## src/rtl/core/csfp_pkg.sv

```systemverilog
// Package for the color sensor frame parser: frame constants, parse phase
// encoding and the RGB result type. No dependencies.
`timescale 1ns / 1ps

package csfp_pkg;

   // Absorb limit for one frame, sync bytes included (8 to 64)
   localparam int FRAME_BUF_BYTES = 16;
   localparam int CNT_W           = $clog2(FRAME_BUF_BYTES + 1);

   localparam logic [7:0] SYNC_BYTE   = 8'h5A;
   localparam logic [7:0] RGB_TYPE    = 8'h45;
   localparam logic [7:0] RGB_COUNT   = 8'd3;
   localparam logic [7:0] COUNT_LIMIT = 8'd12;

   // Frame byte positions, counted from 1 with the syncs included
   localparam int TYPE_POS   = 3;
   localparam int COUNT_POS  = 4;
   localparam int HEAD_BYTES = 4;
   localparam int HEAD_DEPTH = 3;

   typedef enum logic [2:0] {
      PH_HUNT  = 3'b001,
      PH_SYNC2 = 3'b010,
      PH_BODY  = 3'b100
   } phase_type;

   typedef struct packed {
      logic [7:0] blue;
      logic [7:0] green;
      logic [7:0] red;
   } rgb_type;

endpackage

```

## src/rtl/core/csfp_parser.sv

```systemverilog
// Frame parser core: parse phase, byte counter, running checksum and the
// first payload bytes. Depends on csfp_pkg.
`timescale 1ns / 1ps

module csfp_parser
   import csfp_pkg::*;
(
   input  logic       clock,
   input  logic       reset,
   input  logic       step,
   input  logic [7:0] rx_byte,
   output logic       hit,
   output rgb_type    rgb
);

   localparam int CMP_W = 9;

   phase_type        phase_ff, phase_in;
   logic [CNT_W-1:0] count_ff, count_in;
   logic [7:0]       sum_ff, sum_in;
   logic [7:0]       type_ff, type_in;
   logic [7:0]       plen_ff, plen_in;
   logic [7:0]       head_ff [HEAD_DEPTH];

   logic [CNT_W-1:0] n;
   logic [CNT_W-1:0] head_idx;
   logic             head_wr;
   logic             done;
   logic             at_limit;

   assign n        = count_ff + CNT_W'(1);
   assign head_idx = n - CNT_W'(HEAD_BYTES + 1);
   assign at_limit = n >= CNT_W'(FRAME_BUF_BYTES);
   assign done     = (plen_ff <= COUNT_LIMIT) &&
                     (CMP_W'(n) >= CMP_W'(plen_ff) + CMP_W'(HEAD_BYTES + 1));

   always_comb begin
      phase_in = phase_ff;
      count_in = count_ff;
      sum_in   = sum_ff;
      type_in  = type_ff;
      plen_in  = plen_ff;
      head_wr  = 1'b0;
      hit      = 1'b0;
      unique case (phase_ff)
         PH_SYNC2: begin
            if (rx_byte == SYNC_BYTE) begin
               phase_in = PH_BODY;
               count_in = CNT_W'(2);
               sum_in   = SYNC_BYTE + SYNC_BYTE;
            end else begin
               phase_in = PH_HUNT;
               count_in = '0;
            end
         end
         PH_BODY: begin
            count_in = n;
            if (n == CNT_W'(TYPE_POS)) begin
               type_in = rx_byte;
               sum_in  = sum_ff + rx_byte;
            end else if (n == CNT_W'(COUNT_POS)) begin
               plen_in = rx_byte;
               sum_in  = sum_ff + rx_byte;
               if (at_limit) begin
                  phase_in = PH_HUNT;
                  count_in = '0;
               end
            end else if (done) begin
               // checksum byte: emit only a good RGB frame, drop the rest
               hit      = (sum_ff == rx_byte) && (type_ff == RGB_TYPE) &&
                          (plen_ff == RGB_COUNT);
               phase_in = PH_HUNT;
               count_in = '0;
            end else if (at_limit) begin
               phase_in = PH_HUNT;
               count_in = '0;
            end else begin
               sum_in  = sum_ff + rx_byte;
               head_wr = (n >= CNT_W'(HEAD_BYTES + 1)) &&
                         (head_idx < CNT_W'(HEAD_DEPTH));
            end
         end
         default: begin
            // hunt, and any unreachable code behaves like hunt
            if (rx_byte == SYNC_BYTE) begin
               phase_in = PH_SYNC2;
               count_in = CNT_W'(1);
            end else begin
               phase_in = PH_HUNT;
            end
         end
      endcase
   end

   assign rgb.red   = head_ff[0];
   assign rgb.green = head_ff[1];
   assign rgb.blue  = head_ff[2];

   always_ff @(posedge clock) begin
      if (reset) begin
         phase_ff <= PH_HUNT;
         count_ff <= '0;
         sum_ff   <= '0;
      end else if (step) begin
         phase_ff <= phase_in;
         count_ff <= count_in;
         sum_ff   <= sum_in;
      end
   end

   always_ff @(posedge clock) begin
      if (step) begin
         type_ff <= type_in;
         plen_ff <= plen_in;
         if (head_wr) begin
            head_ff[head_idx[1:0]] <= rx_byte;
         end
      end
   end

   a_sync2_count: assert property (@(posedge clock) disable iff (reset)
      phase_ff == PH_SYNC2 |-> count_ff == CNT_W'(1))
      else $error("second-sync phase with wrong byte count");

   a_body_count: assert property (@(posedge clock) disable iff (reset)
      phase_ff == PH_BODY |->
         count_ff >= CNT_W'(2) && count_ff < CNT_W'(FRAME_BUF_BYTES))
      else $error("body byte count outside the absorb window");

   a_hit_body: assert property (@(posedge clock) disable iff (reset)
      hit |-> phase_ff == PH_BODY && count_ff == CNT_W'(HEAD_BYTES + 3))
      else $error("RGB result outside a checksum byte");

endmodule

```

## src/rtl/core/csfp_out_stage.sv

```systemverilog
// Result register of the frame parser with stream handshake toward the sink.
// Depends on csfp_pkg.
`timescale 1ns / 1ps

module csfp_out_stage
   import csfp_pkg::*;
(
   input  logic        clock,
   input  logic        reset,
   input  logic        load,
   input  rgb_type     rgb,
   output logic        free,
   output logic        rsp_tvalid,
   input  logic        rsp_tready,
   output logic [23:0] rsp_tdata
);

   logic    valid_ff, valid_in;
   rgb_type data_ff;

   assign free     = !valid_ff || rsp_tready;
   assign valid_in = load ? 1'b1 : (rsp_tready ? 1'b0 : valid_ff);

   always_ff @(posedge clock) begin
      if (reset) begin
         valid_ff <= 1'b0;
      end else begin
         valid_ff <= valid_in;
      end
   end

   always_ff @(posedge clock) begin
      if (load) begin
         data_ff <= rgb;
      end
   end

   assign rsp_tvalid = valid_ff;
   assign rsp_tdata  = data_ff;

endmodule

```

## src/rtl/core/color_sensor_frame_parser.sv

```systemverilog
// Top level of the color sensor frame parser: input register, parser core
// and result register. Depends on csfp_pkg, csfp_parser and csfp_out_stage.
`timescale 1ns / 1ps

// Byte-serial parser for frames 0x5A 0x5A type count payload checksum, where
// the checksum is the 8-bit sum of every earlier frame byte. Feed one received
// byte per req transaction; a frame of type 0x45 with three payload bytes and
// a matching checksum yields one rsp transaction carrying red, green and blue.
// Any other frame, a broken second sync, or a count too long to finish within
// FRAME_BUF_BYTES frame bytes is dropped without output and the hunt restarts.
// The block takes one byte every clock cycle unless stalled as below. After the
// input register takes the checksum byte, the single-pass parser loads the
// result register from it and rsp_tvalid rises. Input stalls only while the
// result register holds a result the sink has not taken.

module color_sensor_frame_parser
   import csfp_pkg::*;
(
   input  logic        clock,
   input  logic        reset,
   input  logic        req_tvalid,
   output logic        req_tready,
   input  logic [7:0]  req_tdata,   // [7:0] rx_byte
   output logic        rsp_tvalid,
   input  logic        rsp_tready,
   output logic [23:0] rsp_tdata    // [7:0] red, [15:8] green, [23:16] blue
);

   logic       in_valid_ff, in_valid_in;
   logic [7:0] in_byte_ff;
   logic       req_take;
   logic       step;
   logic       free;
   logic       hit;
   rgb_type    rgb;

   // Advance the held byte through the parser once the result side has room
   assign step       = in_valid_ff && free;
   assign req_tready = !in_valid_ff || step;
   assign req_take   = req_tvalid && req_tready;

   // Hold the byte until the parser consumes it; refill in the same cycle
   assign in_valid_in = req_take ? 1'b1 : (step ? 1'b0 : in_valid_ff);

   always_ff @(posedge clock) begin
      if (reset) begin
         in_valid_ff <= 1'b0;
      end else begin
         in_valid_ff <= in_valid_in;
      end
   end

   always_ff @(posedge clock) begin
      if (req_take) begin
         in_byte_ff <= req_tdata;
      end
   end

   csfp_parser u_parser (
      .clock   (clock),
      .reset   (reset),
      .step    (step),
      .rx_byte (in_byte_ff),
      .hit     (hit),
      .rgb     (rgb)
   );

   // Load a result only for a good RGB frame; drop everything else
   csfp_out_stage u_out (
      .clock      (clock),
      .reset      (reset),
      .load       (step && hit),
      .rgb        (rgb),
      .free       (free),
      .rsp_tvalid (rsp_tvalid),
      .rsp_tready (rsp_tready),
      .rsp_tdata  (rsp_tdata)
   );

   a_hold_byte: assert property (@(posedge clock) disable iff (reset)
      in_valid_ff && !step |=> in_valid_ff && $stable(in_byte_ff))
      else $error("held input byte lost before the parser took it");

endmodule

```

## config.mk

```make
export PLATFORM = sky130hd
export DESIGN_NAME = color_sensor_frame_parser
export DESIGN_NICKNAME = d
export VERILOG_FILES = /design/src/rtl/core/csfp_pkg.sv /design/src/rtl/core/csfp_parser.sv /design/src/rtl/core/csfp_out_stage.sv /design/src/rtl/core/color_sensor_frame_parser.sv
export SDC_FILE = /design/constraint.sdc
export NUM_CORES = 1
export LEC_CHECK = 0
export BUFFER_PORTS_ARGS = -buffer_cell sky130_fd_sc_hd__buf_4
export CAP_MARGIN = 40
export CORE_UTILIZATION = 46
export CTS_CLUSTER_SIZE = 25
export DETAILED_ROUTE_END_ITERATION = 16
export PLACE_DENSITY = 0.73
export REMOVE_ABC_BUFFERS = 1
export SLEW_MARGIN = 40
export SYNTH_ARGS = -nofsm -noshare
export SYNTH_HDL_FRONTEND = slang
export SYNTH_SLANG_ARGS = --single-unit
```

## constraint.sdc

```tcl
create_clock -name clock -period 3.11 [get_ports clock]
set_input_delay 0 -clock clock [delete_from_list [all_inputs] [get_ports clock]]
set_output_delay 0 -clock clock [all_outputs]
set_load 0.01 [all_outputs]
```

Yosys cells after proc, flatten, opt, wreduce, memory -nomap -nowiden --
Memories as Yosys holds them, arrays and structs flattened. A register that Yosys moved wholly into a read port is not among the register bits. Cells that the tools add are included.
Operators by class: add/sub/neg operators 4, $lt $le $gt $ge 5, equal/unequal tests 12, muxes and demuxes 36, bitwise operators 1, reduce and logical (&&, ||, !) cells 20
Operator list (number):
- 2-to-1 mux 8 bit | 5
- 2-to-1 mux 5 bit | 5
- == test 8 x 7 -> 1 bit, second input constant | 2
- 2-to-1 mux 1 bit | 16
- one-hot mux 8 bit (2 select lines) | 1
- 2-to-1 mux 3 bit | 5
- one-hot mux 5 bit (2 select lines) | 1
- adder 8 x 3 -> 9 bit, second input constant | 1
- greater-or-equal comparator 5 x 9 -> 1 bit | 1
- adder 8 bit | 1
- == test 8 x 2 -> 1 bit, second input constant | 1
- == test 8 bit | 1
- <= comparator 8 x 4 -> 1 bit, second input constant | 1
- inequality test 4 bit, second input constant | 2
- logical AND 1 bit | 7
- one-hot mux 3 bit (2 select lines) | 1
- nonzero test 2 bit | 3
- adder 5 x 1 -> 5 bit, second input constant | 1
- == test 5 x 2 -> 1 bit, second input constant | 1
- == test 5 x 3 -> 1 bit, second input constant | 1
- greater-or-equal comparator 5 x 3 -> 1 bit, second input constant | 1
- greater-or-equal comparator 5 bit, second input constant | 1
- < comparator 5 x 2 -> 1 bit, second input constant | 1
- AND reduction 5 bit | 1
- 13 further kinds | 17
Storage, ports and cells: register bits 42, bits in writable memories 24, input port bits 12, output and inout port bits 26, word-level logic and storage cells 87, memories 1
Memories:
- u_parser.head_ff | words 3, bits a word 8, read ports 3, clocked after memory_dff 3, wr ports 1, line csfp_parser.sv:23 | logic [7:0] head_ff [HEAD_DEPTH];

Logic depth before layout (Yosys ltp) --
Gate-level depths: netlist of run 1.
word-level depth 12, mapped depth 11, mapped depth without buffers 10

Cells and area by module --
Synthesis of run 1 repeated with hierarchy kept, for this count alone.
Second synthesis, totals: cells, all modules 265, area total of the unflattened synthesis 3773.6 µm²
Modules (own cells, without submodules):
- csfp_parser | instances 1, cells each 222, area each 2696.3 µm²
- csfp_out_stage | instances 1, cells each 28, area each 767.0 µm²
- color_sensor_frame_parser | instances 1, cells each 15, area each 310.3 µm²

Worst setup path before layout of run 1 --
Ideal clock, no wire load.
kind register to register, start register u_parser.count_ff[1], end memory u_parser.head_ff[2][0], enable pin, setup time 0.332 ns, data arrival time 2.800 ns, data required time 2.778 ns, slack -0.022 ns, cell stages (with the launch flop) 12, path buffers 1, cells stage by stage dfxtp_1 ha_1 buf_2 nand3_1 xnor2_1 ha_1 nand2_1 a211oi_1 o31ai_1 nand2_1 nor4_1 and2_1
On the way: word-level cells in the longest chain between the ends 12, elaborated cells on any way between the ends 18, those cells by class add/sub: 2; order compare: 4; eq/ne: 2; mux: 8; reduce/logical: 2
Ends and longest elaborated chain:
- from (decl) | line csfp_parser.sv:19 | logic [CNT_W-1:0] count_ff, count_in;
- from (signal assigned) | line csfp_parser.sv:106 | count_ff <= count_in;
- adder 5 x 1 -> 5 bit * | line csfp_parser.sv:31 | assign n = count_ff + CNT_W'(1);
- subtractor 5 x 3 -> 5 bit | line csfp_parser.sv:32 | assign head_idx = n - CNT_W'(HEAD_BYTES + 1);
- < comparator 5 x 2 -> 1 bit | line csfp_parser.sv:80 | (head_idx < CNT_W'(HEAD_DEPTH));
- logical AND 1 bit | line csfp_parser.sv:79 | head_wr = (n >= CNT_W'(HEAD_BYTES + 1)) &&
- 2-to-1 mux 1 bit | line csfp_parser.sv:74 | end else if (at_limit) begin
- 2-to-1 mux 1 bit | line csfp_parser.sv:68 | end else if (done) begin
- 2-to-1 mux 1 bit | line csfp_parser.sv:61 | end else if (n == CNT_W'(COUNT_POS)) begin
- 2-to-1 mux 1 bit | line csfp_parser.sv:58 | if (n == CNT_W'(TYPE_POS)) begin
- 2-to-1 mux 1 bit | line csfp_parser.sv:45 | unique case (phase_ff)
- 2-to-1 mux 1 bit | line csfp_parser.sv:115 | if (head_wr) begin
- 2-to-1 mux 1 bit | line csfp_parser.sv:112 | if (step) begin
- 2-to-1 mux 1 bit (implied by the code) | line csfp_parser.sv:116 | head_ff[head_idx[1:0]] <= rx_byte;
- to (decl) | line csfp_parser.sv:23
Mark *: on every way between the ends. The rest lies on a longest branch, timed or not.

Final worst setup path of run 1 --
start register u_parser.count_ff[0], end memory u_parser.head_ff[1][2], enable pin
The elaborated chain is that of the path after synthesis.

==> results of run 1 <==
## path summary, 6_finish.rpt
| kind | endpoint | slack (ps) |
|---|---|---|
| worst min-delay path | in_byte_ff[4] | 360 |
| worst max register to register | u_parser.head_ff[1][2] | 120 |
| worst min register to register | rsp_tdata[23] | 430 |
| worst max-delay path | u_parser.head_ff[1][2] | 120 |
## metrics by stage
| step | worst slack (ps) | power [uW] | area [sq um] |
|---|---|---|---|
| 3_3_place_gp | 144 | 1450 | 4460 |
| 4_1_cts | 1.23 | 2300 | 4800 |
| 5_1_grt | 22.0 | 2370 | 4810 |
| 2_1_floorplan | -62.1 | 1390 | 3920 |
| 6_report | 122 | 2290 | 4810 |
| 3_5_place_dp | 22.4 | 1450 | 4460 |
## metal layers
layer  vias up  GRT usage (%)  wire [um]
met4         0           7.70        176
li1       1281              -          -
met2        98           33.2       4110
met3        16           4.63        511
met1      1252           25.3       3670
met5         -              0          0
## power groups by stage
stage	Sequential (uW)	Combinational [uW]	Clock, uW
2_1_floorplan	1350	45.0	0
3_3_place_gp	1350	97.0	0
3_5_place_dp	1350	98.9	0
4_1_cts	1320	113	865
5_1_grt	1320	123	920
6_report	1320	114	853
## critical path, cell delays in order (launching register included)
cell and delay (ps):
dfxtp_1 460, inv_1 120, ha_1 330, ha_1 310, a21oi_2 160, a211oi_1 130
o31ai_1 310, nand2_1 110, nor4_1 410, and2_2 350
## cell usage after synthesis, types with 9 or more instances
cell type / n / area (sq um)
a21oi_1: 18 / 90.1
xor2_1: 9 / 78.8
nand3_1: 13 / 65.1
edfxtp_1: 72 / 2160
dfxtp_1: 18 / 360
ha_1: 17 / 213
nor2_1: 20 / 75.1
inv_1: 9 / 33.8
nand2_1: 20 / 75.1
## sequential cells by signal, summed over array words and instances, names as in the netlist, 3 cells and up
register,count
rsp_tdata,24
u_parser.head_ff,24
in_byte_ff,8
u_parser.plen_ff,8
u_parser.sum_ff,8
u_parser.type_ff,8
u_parser.count_ff,5
u_parser.phase_ff,3
## repair_timing
action,CTS,global route
endpoints found under the hold margin,19,0
resized for setup,0,5
hold buffers,13,0
endpoints found under the setup margin,0,48
## kinds of logic after synthesis
group	synth area share, %
adders and majority gates	5.84
AOI/OAI and AO/OA	10.6
buffers and inverters	2.48
DFF	63.3
and+or+nand+nor	13.9
muxes	0.785
xor gates and xnor gates	3.08
## final cells by class
cell class / instances / area, sq um / area share (%)
clock buffers: 9 / 124 / 2.57
clock inverters: 7 / 92.6 / 1.92
inverters: 10 / 37.5 / 0.780
multi-input cells: 193 / 1370 / 28.4
flip-flops and latches: 90 / 2520 / 52.4
well taps: 105 / 131 / 2.73
repair buffers: 67 / 536 / 11.1
==> flow_summary_export.csv, run 1 <==
group,metric,value,unit
sta,timing.hold.ws,363,ps
clock_tree,clock_insertion_delay_worst_skew,360,ps
detailed_routing,viasPerCell,5.50,
worst_setup_path,startpoint_type,"flop",
floorplanning,start_util,48.0,%
yosys,synth-edff-count,72,
layout,fin_cells,481,
clock_tree,cts_tree,"done",
global_routing,antenna_found_initial,0,
sta,setup_viol,0,
clock_tree,numCtsBuffers,9,
pwr,p_clk_share,37.3,%
pwr,power_density,476,nW/um^2
yosys,netlist_area,3980,sq um
worst_setup_path,crit_type,"reg -> reg",
yosys,yosysWarnings,0,
floorplanning,core,8300,sq um
clock_tree,cts_root_buf,"clkbuf_8",
pwr,leakage,0.00175,uW
pwr,power_switching,534,uW
detailed_routing,drt_iter0_drc,195,
status,status,"complete, no violations",
global_routing,grt_max_degree,26,
detailed_routing,routed_wl,8470,um
worst_setup_path,required,3160,ps
layout,final_util,58.0,%
worst_setup_path,reg2reg_depth,9,
clock_tree,post_cts_buffers,0,
sta,slew_violations,0,
yosys,synth_flop_cell,"edfxtp_1",
yosys,ys_types,62,
floorplanning,dieHeight,95.0,um
yosys,ys_seq_area_share,63.3,%
sta,worst_pin_slew,634,ps
global_routing,grt_pass1_vias,2616,
pwr,pwr-share-comb,5.0,%
floorplanning,dieArea,9030,sq um
detailed_routing,avgRoutedWirePerCell,17.6,um
clock_tree,clock-sinks,90,
layout,mostFrequentLayoutCell,"edfxtp_1",
sta,rsz0062_at_grt,"no",
placement,place_inst,452,
yosys,async_flop_share,0,%
placement,gp_congestion,0.858,
clock_tree,cts_buffer_depth,2,
floorplanning,die_x,95.0,um
sta,skew,15.7,ps
detailed_routing,firstDrtPassIters,5,
floorplanning,rows,33,
layout,fill_cells,647,
min_path,hp-start,"req_tdata[4]",
global_routing,grt_usage,19.9,%
pwr,ir_drop,0.198,mV
min_path,min_path_type,"in -> reg",
placement,portBuffers,37,
detailed_routing,drc,0,
worst_setup_path,cp-end-kind,"flop",
yosys,syn_inst,303,
layout,area_growth,20.8,%
sta,min_period,2990,ps
worst_setup_path,crit_path_start,"u_parser.count_ff[0]",
clock_tree,path_clk_slew,110,ps
layout,num_antenna_cells,0,
pwr,p_int,1750,uW
sta,tns,0,ps
layout,nets,401,
pwr,pwr-share-seq,57.8,%
global_routing,gr-total-overflow,0,
worst_setup_path,cp.arrival,3040,ps
global_routing,grt_pass1_wl,13200,um
worst_setup_path,path_max_fanout,8,
detailed_routing,postRouteAntennaNets,0,
detailed_routing,vias,2647,
sta,slew_headroom,57.6,%
yosys,ys_ff_latch,90,
floorplanning,ios,38,
yosys,avgSynthCellArea,13.1,sq um
min_path,hold_depth,2,
pwr,switching_share,23.3,%
clock_tree,htreeDepth,3,
flow_run,drv_cap,0,
sta,finalHoldViolations,0,
sta,period_share,96.1,%
layout,drive_above_1_share,23.1,%
layout,most-common-layout-cells,"edfxtp_1 (72), buf_4 (54), nor2_1 (20), nand2_1 (20), a21oi_1 (18)",
worst_setup_path,reg2reg_from,"u_parser.count_ff[0]",
sta,fmax,0.335,GHz
placement,hpwlAfterDp,6000,um
Note: power is estimated with default switching activity, not from simulation.
==> run 2, diff against run 1 <==
Settings changed: CORE_UTILIZATION 46 to 53, PLACE_DENSITY 0.73 to 0.81.
==> flow_summary_export.csv, run 2 (synthesized netlist as in run 1, its figures left out) <==
group,metric,value,unit
floorplanning,rows,31,
worst_setup_path,cp.arrival,2870,ps
pwr,pwr-share-comb,4.5,%
detailed_routing,postRouteAntennaNets,0,
layout,area_growth,19.3,%
clock_tree,clock-sinks,90,
sta,setup_viol,0,
clock_tree,htreeDepth,3,
detailed_routing,vias,2617,
worst_setup_path,cp_cell_sequence,"ha_1, o21ai_0, xor2_1, ha_1, nand2_1, a211oi_1, o31ai_1, nand2_1, nor4_2, and2_2",
floorplanning,core,7250,sq um
worst_setup_path,reg2reg_depth,10,
global_routing,gr-total-overflow,0,
detailed_routing,drc,0,
layout,fill_cells,514,
worst_setup_path,required,3160,ps
worst_setup_path,cp-end-kind,"flop",
sta,finalHoldViolations,0,
worst_setup_path,worst-path-stages,10,
global_routing,grt_pass1_wl,12000,um
clock_tree,clock_insertion_delay_worst_skew,350,ps
global_routing,grt_pass1_vias,2418,
status,status,"complete, no violations",
layout,nets,396,
flow_run,drv_cap,0,
pwr,pwr-share-seq,61.5,%
clock_tree,path_clk_slew,90,ps
clock_tree,numCtsBuffers,9,
min_path,min_path_type,"in -> reg",
worst_setup_path,crit_end,"u_parser.head_ff[1][3]",
pwr,power_density,456,nW/um^2
sta,period_share,90.6,%
layout,final_area,4750,sq um
placement,place_inst,441,
pwr,total_power,2160,uW
sta,fmax,0.355,GHz
worst_setup_path,crit_type,"reg -> reg",
global_routing,antenna_found_initial,0,
clock_tree,post_cts_buffers,0,
layout,fin_cells,470,
worst_setup_path,reg2reg_from,"u_parser.plen_ff[0]",
clock_tree,cts_buffer_depth,2,
layout,drive_above_1_share,22.4,%
detailed_routing,avgRoutedWirePerCell,16.6,um
clock_tree,cts_root_buf,"clkbuf_8",
detailed_routing,drt_iter0_drc,206,
placement,portBuffers,37,
pwr,ir_drop,0.209,mV
detailed_routing,routed_wl,7810,um
worst_setup_path,startpoint_type,"flop",
worst_setup_path,crit_slowest_cell,"edfxtp_1",
detailed_routing,firstDrtPassIters,4,
pwr,power_switching,503,uW
pwr,p_int,1660,uW
placement,hpwlAfterDp,5410,um
sta,rsz0062_at_grt,"no",
global_routing,grt_max_degree,26,
worst_setup_path,critPathBufInv,0,
layout,most-common-layout-cells,"edfxtp_1 (72), buf_4 (48), nor2_1 (20), nand2_1 (20), a21oi_1 (18)",
layout,mostFrequentLayoutCell,"edfxtp_1",
floorplanning,die_x,88.7,um
global_routing,grt_usage,21.6,%
sta,slew_headroom,56.5,%
worst_setup_path,path_max_fanout,8,
worst_setup_path,reg2reg_to,"u_parser.head_ff[1][3]",
floorplanning,dieHeight,88.7,um
floorplanning,start_util,54.9,%
pwr,switching_share,23.3,%
sta,worst_pin_slew,650,ps
worst_setup_path,cpLargestDelayFamily,"simple AND/OR/NAND/NOR gates",
placement,placed_area,4430,sq um
pwr,p_clk_share,34.1,%
placement,gp_congestion,0.921,
worst_setup_path,crit_path_start,"u_parser.plen_ff[0]",
pwr,leakage,0.00171,uW
worst_setup_path,cp_slowest_stage_delay,420,ps
detailed_routing,viasPerCell,5.57,
floorplanning,ios,38,
sta,min_period,2820,ps
sta,skew,7.35,ps
layout,num_antenna_cells,0,
clock_tree,cts_tree,"done",
sta,slew_violations,0,
worst_setup_path,reg2reg_slack,290,ps
floorplanning,dieArea,7870,sq um
## run 2: power groups by stage
stage                     registers [uW]  logic (uW)  clock network [uW]
after floorplan                     1350        45.0                   0
after global placement              1360        81.4                   0
after detailed placement            1360        82.4                   0
after CTS                           1330        96.1                 749
after global routing                1330         105                 798
final                               1330        96.4                 738
## run 2: timing repair
item | in CTS | in global routing
hold buffers | 13 | 0
endpoints found under the setup margin | 0 | 24
gates resized for setup | 0 | 5
hold endpoints to repair | 19 | 0
## run 2: metal layers
layer | vias to the layer above | track usage, % | part of all wire [%]
met2 | 82 | 37.1 | 51
met4 | 0 | 11.4 | 1.6
met3 | 11 | 4.01 | 4.3
met5 | - | 0 | 0
li1 | 1269 | - | -
met1 | 1255 | 25.9 | 43
## run 2: stage by stage
stage	util, %	hold WS [ps]	TNS (ps)	worst slack, ps
after CTS	65.3	353	0	76.8
after global placement	61.0	181	0	185
after global routing	65.5	363	0	30.0
after floorplan	-	69.1	-1490	-62.1
final	65.5	372	0	292
after detailed placement	61.0	180	0	90.0
## run 2: area by class of cell
| class | instances | area (sq um) | share of cell area, % |
|---|---|---|---|
| flip-flops and latches | 90 | 2520 | 53.1 |
| multi-input cells | 193 | 1370 | 28.9 |
| repair buffers | 62 | 510 | 10.7 |
| clock buffers | 9 | 124 | 2.61 |
| well taps | 99 | 124 | 2.61 |
| clock inverters | 7 | 60.1 | 1.26 |
| inverters | 10 | 37.5 | 0.790 |
## run 2: how the worst min path moves through the flow
stage / from / end / slack [ps] / depth (start not counted)
3_3_place_gp: req_tdata[7] / in_byte_ff[7] / 180 / 1
6_report: req_tdata[0] / in_byte_ff[0] / 370 / 2
4_1_cts: req_tdata[7] / in_byte_ff[7] / 350 / 2
3_5_place_dp: req_tdata[6] / in_byte_ff[6] / 180 / 1
2_1_floorplan: reset / u_parser.count_ff[0] / 70 / 1
5_1_grt: req_tdata[5] / in_byte_ff[5] / 360 / 2
